$ cat src/rtl/pidaw_pkg.sv
package pidaw_pkg;

	// Shared multiplier: a 48-bit signed operand times a 17-bit signed operand.
	localparam int MUL_A_W = 48;
	localparam int MUL_B_W = 17;
	localparam int PROD_W  = MUL_A_W + MUL_B_W;
	// Working sums are exact over everything that feeds them.
	localparam int WORK_W  = 66;
	localparam int GAIN_W  = 16;
	localparam int LIM_W   = 32;
	localparam int DRIVE_W = 16;
	localparam int STEP_W  = 4;

	typedef logic [STEP_W-1:0] step_t;

	localparam step_t STEP_FIRST = 4'd0;
	localparam step_t STEP_CLEAR = 4'd10;
	localparam step_t STEP_LAST  = 4'd10;

	typedef enum logic [1:0] {
		ACT_UPDATE  = 2'd0,
		ACT_CLR_INT = 2'd1,
		ACT_CLR_ALL = 2'd2,
		ACT_NONE    = 2'd3
	} action_t;

	typedef enum logic [2:0] {
		REG_PROP_GAIN    = 3'd0,
		REG_INTEG_GAIN   = 3'd1,
		REG_DERIV_GAIN   = 3'd2,
		REG_UPPER_LIMIT  = 3'd3,
		REG_LOWER_LIMIT  = 3'd4,
		REG_OUTPUT_SCALE = 3'd5,
		REG_DERIV_SOURCE = 3'd6
	} cfg_reg_t;

	typedef enum logic [1:0] {A_ERR, A_DTERM, A_CLAMP, A_DIFF} a_sel_t;
	typedef enum logic [2:0] {B_KI, B_KP, B_KD, B_SCL_LO, B_SCL_HI} b_sel_t;
	typedef enum logic [2:0] {
		ACC_HOLD, ACC_LOAD_PI, ACC_ADD_PROD, ACC_LOAD_PROD, ACC_ADD_HI
	} acc_op_t;
	typedef enum logic [1:0] {INT_HOLD, INT_ADD_PROD, INT_ADD_CORR, INT_CLEAR} int_op_t;
	typedef enum logic {JMP_NONE, JMP_ACTION} jmp_t;

	typedef struct packed {
		a_sel_t  a_sel;
		b_sel_t  b_sel;
		acc_op_t acc_op;
		int_op_t int_op;
		logic    ld_err;
		logic    ld_dterm;
		logic    ld_clamp;
		logic    ld_diff;
		jmp_t    jmp;
		step_t   target;
		logic    done;
		logic    res_zero;
	} ctrl_word_t;

	localparam logic signed [WORK_W-1:0] SAT64_MAX = WORK_W'(64'sh7fff_ffff_ffff_ffff);
	localparam logic signed [WORK_W-1:0] SAT64_MIN = ~SAT64_MAX;
	localparam logic signed [WORK_W-1:0] DIFF_MAX  = WORK_W'(48'sh7fff_ffff_ffff);
	localparam logic signed [WORK_W-1:0] DIFF_MIN  = ~DIFF_MAX;

	// Saturate an exact working sum to the signed 64-bit range.
	function automatic logic signed [WORK_W-1:0] sat64(input logic signed [WORK_W-1:0] v);
		logic signed [WORK_W-1:0] r;
		if (v > SAT64_MAX)
			r = SAT64_MAX;
		else if (v < SAT64_MIN)
			r = SAT64_MIN;
		else
			r = v;
		return r;
	endfunction

	// Control store. Update program runs steps 0 to 9; every other action jumps to 10.
	function automatic ctrl_word_t ucode(input step_t step);
		ctrl_word_t cw;
		cw = '0;
		case (step)
			4'd0: begin
				cw.ld_err = 1'b1;
				cw.jmp    = JMP_ACTION;
				cw.target = STEP_CLEAR;
			end
			4'd1: begin
				cw.ld_dterm = 1'b1;
				cw.a_sel    = A_ERR;
				cw.b_sel    = B_KI;
			end
			4'd2: begin
				cw.a_sel  = A_ERR;
				cw.b_sel  = B_KP;
				cw.int_op = INT_ADD_PROD;
			end
			4'd3: begin
				cw.a_sel  = A_DTERM;
				cw.b_sel  = B_KD;
				cw.acc_op = ACC_LOAD_PI;
			end
			4'd4: begin
				cw.acc_op = ACC_ADD_PROD;
			end
			4'd5: begin
				cw.ld_clamp = 1'b1;
			end
			4'd6: begin
				cw.ld_diff = 1'b1;
				cw.a_sel   = A_CLAMP;
				cw.b_sel   = B_SCL_LO;
			end
			4'd7: begin
				cw.acc_op = ACC_LOAD_PROD;
				cw.a_sel  = A_CLAMP;
				cw.b_sel  = B_SCL_HI;
			end
			4'd8: begin
				cw.acc_op = ACC_ADD_HI;
				cw.a_sel  = A_DIFF;
				cw.b_sel  = B_KI;
			end
			4'd9: begin
				cw.int_op = INT_ADD_CORR;
				cw.done   = 1'b1;
			end
			4'd10: begin
				cw.int_op   = INT_CLEAR;
				cw.done     = 1'b1;
				cw.res_zero = 1'b1;
			end
			default: begin
				cw.done     = 1'b1;
				cw.res_zero = 1'b1;
			end
		endcase
		return cw;
	endfunction

endpackage

$ cat src/rtl/pid_controller_antiwindup.sv
// Channel   Direction  Handshake                      Payload
// s_axis    in         s_axis_tvalid / s_axis_tready  tdata: target, measured, deriv_sample
//                                                     tuser: action
// m_axis    out        m_axis_tvalid / m_axis_tready  tdata: drive, limited_output
//                                                     tuser: clamp_hit
// cfg       in         cfg_valid / cfg_ready          cfg_index, cfg_data
//
// An update word runs the update program before its result reaches the output register; a
// clear or ignored word jumps from step 0 to the clear step. Every product runs through one
// shared 48x17 multiplier with a register behind it. The input reopens once the result is
// parked, so no new word is taken mid-program. The last step stalls only while the previous
// result still waits on m_axis_tready. Reset loads the configuration defaults and clears
// the sequencer, the integrator and the previous error; cfg is always ready.
module pid_controller_antiwindup #(
	parameter int SAMPLE_WIDTH = 16,
	parameter int ACC_WIDTH    = 40
) (
	input  logic                                        clk,
	input  logic                                        arst_n,
	input  logic                                        s_axis_tvalid,
	output logic                                        s_axis_tready,
	// target, measured, deriv_sample, from bit 0 up
	input  logic [((3*SAMPLE_WIDTH+7)/8)*8-1:0]          s_axis_tdata,
	// action
	input  logic [1:0]                                  s_axis_tuser,
	output logic                                        m_axis_tvalid,
	input  logic                                        m_axis_tready,
	// drive, limited_output, from bit 0 up
	output logic [pidaw_pkg::DRIVE_W+pidaw_pkg::LIM_W-1:0] m_axis_tdata,
	// clamp_hit
	output logic [0:0]                                  m_axis_tuser,
	input  logic                                        cfg_valid,
	output logic                                        cfg_ready,
	input  logic [2:0]                                  cfg_index,
	input  logic [31:0]                                 cfg_data
);
	import pidaw_pkg::*;

	localparam int SW      = SAMPLE_WIDTH;
	localparam int ERR_W   = SAMPLE_WIDTH + 1;
	localparam int DTERM_W = SAMPLE_WIDTH + 2;

	localparam logic signed [WORK_W-1:0] ACC_MAX =
		(WORK_W'(1) <<< (ACC_WIDTH - 1)) - WORK_W'(1);
	localparam logic signed [WORK_W-1:0] ACC_MIN = ~ACC_MAX;
	localparam logic signed [WORK_W-1:0] DRV_MAX = WORK_W'(16'sh7fff);
	localparam logic signed [WORK_W-1:0] DRV_MIN = ~DRV_MAX;

	// Configuration registers.
	logic signed [GAIN_W-1:0] prop_gain_q, integ_gain_q, deriv_gain_q;
	logic signed [LIM_W-1:0]  upper_q, lower_q, scale_q;
	logic                     dsrc_q;

	// Controller state.
	logic signed [ACC_WIDTH-1:0] integ_q;
	logic signed [ERR_W-1:0]     prev_err_q;

	// Sequencer.
	logic       busy_q;
	step_t      step_q;
	ctrl_word_t cw;
	logic       out_free;
	logic       adv;

	// Captured input word.
	action_t              action_q;
	logic signed [SW-1:0] target_q, measured_q, sample_q;

	// Datapath registers.
	logic signed [ERR_W-1:0]   err_q;
	logic signed [DTERM_W-1:0] dterm_q;
	logic signed [WORK_W-1:0]  acc_q;
	logic signed [LIM_W-1:0]   clamped_q;
	logic                      hit_q;
	logic signed [MUL_A_W-1:0] diff_q;
	logic signed [PROD_W-1:0]  prod_s1;

	// Output register.
	logic                      out_valid_q;
	logic signed [DRIVE_W-1:0] drive_out_q;
	logic signed [LIM_W-1:0]   lim_out_q;
	logic                      hit_out_q;

	logic signed [MUL_A_W-1:0] mul_a;
	logic signed [MUL_B_W-1:0] mul_b;
	logic signed [WORK_W-1:0]  prod_ext, integ_ext, integ_sum, integ_sat;
	logic signed [WORK_W-1:0]  up_ext, lo_ext, diff_work, drv_shift;
	logic signed [LIM_W-1:0]   clamp_val;
	logic                      clamp_gt, clamp_lt;
	logic signed [DRIVE_W-1:0] drive_val;
	logic                      in_fire;
	logic                      jump_taken;

	assign cw         = ucode(step_q);
	assign out_free   = !out_valid_q || m_axis_tready;
	assign adv        = busy_q && (!cw.done || out_free);
	assign in_fire    = s_axis_tvalid && s_axis_tready;
	assign jump_taken = (cw.jmp == JMP_ACTION) && (action_q != ACT_UPDATE);

	assign s_axis_tready = !busy_q;
	assign cfg_ready     = 1'b1;
	assign m_axis_tvalid = out_valid_q;
	assign m_axis_tdata  = {lim_out_q, drive_out_q};
	assign m_axis_tuser  = hit_out_q;

	// Shared multiplier operand selection.
	always_comb begin
		case (cw.a_sel)
			A_ERR:   mul_a = MUL_A_W'(err_q);
			A_DTERM: mul_a = MUL_A_W'(dterm_q);
			A_CLAMP: mul_a = MUL_A_W'(clamped_q);
			A_DIFF:  mul_a = diff_q;
			default: mul_a = '0;
		endcase
		case (cw.b_sel)
			B_KI:     mul_b = MUL_B_W'(integ_gain_q);
			B_KP:     mul_b = MUL_B_W'(prop_gain_q);
			B_KD:     mul_b = MUL_B_W'(deriv_gain_q);
			B_SCL_LO: mul_b = $signed({1'b0, scale_q[15:0]});
			B_SCL_HI: mul_b = MUL_B_W'($signed(scale_q[31:16]));
			default:  mul_b = '0;
		endcase
	end

	// Integrator update, saturated to its own width.
	always_comb begin
		prod_ext  = WORK_W'(prod_s1);
		integ_ext = WORK_W'(integ_q);
		if (cw.int_op == INT_ADD_CORR)
			integ_sum = integ_ext + (prod_ext >>> 8);
		else
			integ_sum = integ_ext + prod_ext;
		if (integ_sum > ACC_MAX)
			integ_sat = ACC_MAX;
		else if (integ_sum < ACC_MIN)
			integ_sat = ACC_MIN;
		else
			integ_sat = integ_sum;
	end

	// Output clamp; the upper limit wins when a value breaks both limits.
	always_comb begin
		up_ext   = WORK_W'(upper_q);
		lo_ext   = WORK_W'(lower_q);
		clamp_gt = acc_q > up_ext;
		clamp_lt = acc_q < lo_ext;
		if (clamp_gt)
			clamp_val = upper_q;
		else if (clamp_lt)
			clamp_val = lower_q;
		else
			clamp_val = acc_q[LIM_W-1:0];
		diff_work = WORK_W'(clamped_q) - acc_q;
		if (diff_work > DIFF_MAX)
			diff_work = DIFF_MAX;
		else if (diff_work < DIFF_MIN)
			diff_work = DIFF_MIN;
	end

	// Drive: floor of the Q24 product, saturated to 16 bits.
	always_comb begin
		drv_shift = acc_q >>> 24;
		if (drv_shift > DRV_MAX)
			drive_val = 16'sh7fff;
		else if (drv_shift < DRV_MIN)
			drive_val = 16'sh8000;
		else
			drive_val = drv_shift[DRIVE_W-1:0];
	end

	// Configuration registers.
	always_ff @(posedge clk or negedge arst_n) begin
		if (!arst_n) begin
			prop_gain_q  <= '0;
			integ_gain_q <= '0;
			deriv_gain_q <= '0;
			upper_q      <= 32'sh7fff_ffff;
			lower_q      <= 32'sh8000_0000;
			scale_q      <= 32'sh0001_0000;
			dsrc_q       <= 1'b0;
		end else if (cfg_valid && cfg_ready) begin
			case (cfg_reg_t'(cfg_index))
				REG_PROP_GAIN:    prop_gain_q  <= cfg_data[GAIN_W-1:0];
				REG_INTEG_GAIN:   integ_gain_q <= cfg_data[GAIN_W-1:0];
				REG_DERIV_GAIN:   deriv_gain_q <= cfg_data[GAIN_W-1:0];
				REG_UPPER_LIMIT:  upper_q      <= cfg_data;
				REG_LOWER_LIMIT:  lower_q      <= cfg_data;
				REG_OUTPUT_SCALE: scale_q      <= cfg_data;
				REG_DERIV_SOURCE: dsrc_q       <= cfg_data[0];
				default: ;
			endcase
		end
	end

	// Sequencer and controller state.
	always_ff @(posedge clk or negedge arst_n) begin
		if (!arst_n) begin
			busy_q      <= 1'b0;
			step_q      <= STEP_FIRST;
			out_valid_q <= 1'b0;
			integ_q     <= '0;
			prev_err_q  <= '0;
		end else begin
			if (in_fire) begin
				busy_q <= 1'b1;
				step_q <= STEP_FIRST;
			end else if (adv) begin
				if (cw.done) begin
					busy_q <= 1'b0;
					step_q <= STEP_FIRST;
				end else if (jump_taken) begin
					step_q <= cw.target;
				end else begin
					step_q <= step_q + step_t'(1);
				end
			end

			if (adv && cw.done)
				out_valid_q <= 1'b1;
			else if (m_axis_tready)
				out_valid_q <= 1'b0;

			if (adv) begin
				case (cw.int_op)
					INT_ADD_PROD: integ_q <= integ_sat[ACC_WIDTH-1:0];
					INT_ADD_CORR: if (hit_q) integ_q <= integ_sat[ACC_WIDTH-1:0];
					INT_CLEAR: begin
						if (action_q == ACT_CLR_INT || action_q == ACT_CLR_ALL)
							integ_q <= '0;
						if (action_q == ACT_CLR_ALL)
							prev_err_q <= '0;
					end
					default: ;
				endcase
				if (cw.ld_dterm && !dsrc_q)
					prev_err_q <= err_q;
			end
		end
	end

	// Datapath and payload registers.
	always_ff @(posedge clk) begin
		if (in_fire) begin
			action_q   <= action_t'(s_axis_tuser);
			target_q   <= s_axis_tdata[SW-1:0];
			measured_q <= s_axis_tdata[2*SW-1:SW];
			sample_q   <= s_axis_tdata[3*SW-1:2*SW];
		end
		if (adv) begin
			prod_s1 <= mul_a * mul_b;
			if (cw.ld_err)
				err_q <= ERR_W'(target_q) - ERR_W'(measured_q);
			if (cw.ld_dterm) begin
				if (dsrc_q)
					dterm_q <= DTERM_W'(sample_q);
				else
					dterm_q <= DTERM_W'(err_q) - DTERM_W'(prev_err_q);
			end
			case (cw.acc_op)
				ACC_LOAD_PI:   acc_q <= sat64(prod_ext + integ_ext);
				ACC_ADD_PROD:  acc_q <= sat64(acc_q + prod_ext);
				ACC_LOAD_PROD: acc_q <= prod_ext;
				ACC_ADD_HI:    acc_q <= acc_q + (prod_ext <<< 16);
				default: ;
			endcase
			if (cw.ld_clamp) begin
				clamped_q <= clamp_val;
				hit_q     <= clamp_gt || clamp_lt;
			end
			if (cw.ld_diff)
				diff_q <= diff_work[MUL_A_W-1:0];
			if (cw.done) begin
				if (cw.res_zero) begin
					drive_out_q <= '0;
					lim_out_q   <= '0;
					hit_out_q   <= 1'b0;
				end else begin
					drive_out_q <= drive_val;
					lim_out_q   <= clamped_q;
					hit_out_q   <= hit_q;
				end
			end
		end
	end

	// A word taken in starts the program at its first step.
	assert property (@(posedge clk) disable iff (!arst_n)
		in_fire |=> busy_q && step_q == STEP_FIRST)
		else $error("program did not start on an accepted word");

	// The last step of the program always lands its result in the output register.
	assert property (@(posedge clk) disable iff (!arst_n)
		adv && cw.done |=> m_axis_tvalid && !busy_q)
		else $error("finished program left no result");

	// A stalled last step holds its place.
	assert property (@(posedge clk) disable iff (!arst_n)
		busy_q && !adv |=> busy_q && $stable(step_q))
		else $error("sequencer moved while stalled");

	// The step counter never leaves the program.
	assert property (@(posedge clk) disable iff (!arst_n)
		busy_q |-> step_q <= STEP_LAST)
		else $error("step counter out of program");

endmodule
$ cat config.mk
export PLATFORM = sky130hd
export DESIGN_NAME = pid_controller_antiwindup
export DESIGN_NICKNAME = d
export VERILOG_FILES = /design/src/rtl/pidaw_pkg.sv /design/src/rtl/pid_controller_antiwindup.sv
export SDC_FILE = /design/constraint.sdc
export NUM_CORES = 2
export LEC_CHECK = 0
export ABC_AREA = 0
export BUFFER_PORTS_ARGS = -buffer_cell sky130_fd_sc_hd__buf_2
export CAP_MARGIN = 20
export CORE_AREA = 2 2 386 388
export DETAILED_ROUTE_END_ITERATION = 8
export DIE_AREA = 0 0 388 390
export GPL_TIMING_DRIVEN = 0
export MAX_ROUTING_LAYER = met4
export PLACE_DENSITY_LB_ADDON = 0.3
export SETUP_SLACK_MARGIN = 0.4
export SLEW_MARGIN = 10
export SYNTH_ARGS = -nofsm -noshare
export SYNTH_HDL_FRONTEND = slang
export SYNTH_SLANG_ARGS = --single-unit
$ cat constraint.sdc
create_clock -name clk -period 21.7 [get_ports clk]
set_input_delay 1.085 -clock clk [delete_from_list [all_inputs] [get_ports clk]]
set_output_delay 1.085 -clock clk [all_outputs]
set_load 0.01 [all_outputs]
==> results.ini <==
[drt]
drc=0
detail_route.wl_per_cell_microns=28.5
num_vias=66000
vias_per_cell=6.22
drt.antenna.violating_nets=0
drtIter0Drc=6510
dr.pass1.iters=9
drt_wl_total_microns=302000

[logic_synthesis]
yosys.area.top_type=fa_1
yosys.area_share.simple_pct=14.8
syn_area_per_cell_sq_um=8.77
ys_seq_area_share_pct=21.3
synth_common_cells=inv_1, nand2_1, nor2_1
yosysWarnings=0
synthTopCellsByArea=fa_1, edfxtp_1, ha_1, dfrtp_1, inv_1
synth_flop_cell=edfxtp_1
yosys.area.top_type_share_pct=21.0
ys_seq_elements=554
synth_fa_ha_area_share_pct=31.3
syn-num-nets=9819
synth_top_family_by_area=adder cells
netlist_area_sq_um=73300
synth_cell_types=106
synth_cells=8357
synth.area.mux_share_pct=2.83
synth-compound-area-share_pct=18.2
async_flop_share_pct=37.5
synth_xor_area_share_pct=4.02
yosysMostFrequentCell=inv_1
synth_edf_count=346

[global_route]
grt_max_degree=108
grt-busiest-layer=met2
antenna_found_initial=21
grt_pass1_vias=66600
use_met1_pct=47.6
grt_use_met3_pct=8.24
grt_overflow_total=0
grt_usage_pct=40.8
grt_pass1_wl_microns=438000
met2_usage_pct=64.7

[clocking]
cts.path.max_buffers=3
cts_tree=yes
post_cts_resized=0
clkSlewWorstSetupHoldPaths_ps=60
cts_made_buffers=69
cts_max_level=3
cts-root-buf=clkbuf_16
hold_buffers=0
post_cts_buffers=0
clock_latency_ps=730
clkSinkCount=554

[floorplan]
rows=141
floorplan.initialDensity_pct=49.8
die_area_sq_um=151000
coreArea_sq_um=147000
die_x_microns=388
ios=142
die_y_microns=390

[setup_path]
critPathRequiredTime_ps=22180
slowest_stage=a211oi_1
crit_fanout=10
cpPeakStageDelay_ps=950
r2r_setup_slack_ps=8710
worst-endpoint-arrival_ps=13460
cpMostUsedCell=fa_1
critPathCaptureType=flip-flop
worstSetupStartpointType=flip-flop
crit_type=flip-flop to flip-flop

[sta]
max_slew.worst_pin.slew_ps=1370
max_clock_freq_mhz=77.0
skew_ps=72.2
max_slew_margin_pct=7.81
setup_viol=0
setup-tns-final_ps=0
period_needed_ps=12990
rsz0062_at_grt=no
finalHoldViolCount=0
finalCritPeriodShare_pct=59.8
timing.final.max_slew_violations=0

[placement]
gp_congestion=1.06
dp_hpwl_microns=251000
port_buffers=138

[final_layout]
drive_gt1_share_pct=7.14
num-nets-final=10100
area_growth_pct=8.63
fillCellCount=13800

[job]
maxCapViolCount=0

[min_path]
hp-class=primary input to async pin

[status]
status=finished, final reports clean

==> path summary, 6_finish.rpt <==
| check | start | to | cells past startpoint |
|---|---|---|---|
| worst min register to register | prev_err_q[6]$_DFFE_PN0P_ | prev_err_q[6]$_DFFE_PN0P_ | 1 |
| worst min-delay path | arst_n | prev_err_q[4]$_DFFE_PN0P_ | 1 |
| max in group asynchronous | arst_n | integ_q[39]$_DFFE_PN0P_ | 3 |
| worst max-delay path | step_q[0]$_DFFE_PN0P_ | prod_s1[62]$_DFFE_PP_ | 34 |
| min in group clk | prev_err_q[6]$_DFFE_PN0P_ | prev_err_q[6]$_DFFE_PN0P_ | 1 |
| worst max register to register | step_q[0]$_DFFE_PN0P_ | prod_s1[62]$_DFFE_PP_ | 34 |
==> area by class of cell <==
class	count	area, sq um	share of cell area, %
Antenna cell	17	42.5	0.0534
Buffer	366	1520	1.91
Clock buffer	86	1890	2.38
Clock inverter	42	548	0.688
Inverter	1068	4010	5.04
Multi-Input combinational cell	6369	52300	65.6
Sequential cell	554	15600	19.6
Tap cell	1930	2410	3.03
Timing Repair Buffer	186	1290	1.63
==> placed cells by master (no fill, tap or decap), types with 37 or more instances in the layout <==
cell,count
a211oi_1,52
o221ai_1,50
o21bai_1,65
fa_1,768
nand4_1,127
nand2b_1,62
nor3_1,90
inv_1,1067
nand2_1,926
o21a_1,64
mux2_2,120
nand3_1,89
nor2b_1,82
dfrtp_1,175
a21oi_1,534
a22o_1,59
ha_1,604
xnor2_1,200
a31oi_1,61
and2_1,49
a21o_1,217
clkbuf_16,71
o21ai_0,447
xor2_1,136
and3_1,38
buf_2,178
mux2i_1,72
edfxtp_1,346
nor2_1,809
a221oi_1,49
a22oi_1,48
nor4_1,38
clkbuf_1,307
o211ai_1,37
==> worst max-delay path: cells and delay by family (launching register included) <==
family / cells / cell delay (ps)
simple gates: 6 / 2210
xor+xnor: 1 / 260
compound gates: 9 / 3880
flops: 1 / 420
buf+inv: 10 / 2170
fa+ha+maj: 8 / 3780
==> logic make-up after synthesis <==
| group | after synthesis |
|---|---|
| AOI/OAI and AO/OA | 2030 |
| xor gates and xnor gates | 336 |
| adders and majority gates | 1372 |
| buffers and inverters | 1434 |
| DFF | 554 |
| muxes | 192 |
| other | 1 |
| and+or+nand+nor | 2438 |
==> sequential cells by signal (all words and copies together), names as in the netlist, 2 cells and up <==
name,flops
integ_q,40
lim_out_q,32
action_q,2
diff_q,48
prev_err_q,17
clamped_q,32
sample_q,16
step_q,4
upper_q,32
deriv_gain_q,16
prod_s1,65
integ_gain_q,16
prop_gain_q,16
target_q,16
measured_q,16
scale_q,32
lower_q,32
dterm_q,18
drive_out_q,16
acc_q,66
err_q,17
==> routing by layer <==
metal	share of wire (%)	up-vias
li1	-	29300
met1	38	32600
met2	46	3261
met3	8.8	876
met4	7.8	0
met5	0	-
==> through the flow <==
step           hold WS [ps]  setup WS [ps]  area (sq um)  instances  utilization [%]
6_report                207           8710         79600      10600             54.1
5_1_grt                 192           8310         79600      10600             54.1
4_1_cts                 179           8990         79500      10600             54.1
3_5_place_dp            486           9100         77100      10500             52.4
3_3_place_gp            482           7120         76400      10400             51.9
2_1_floorplan           466          12490         73300       8357                -
Power is not shown: default switching activity piles up to over one toggle a cycle in this logic, so the estimate is an artifact.
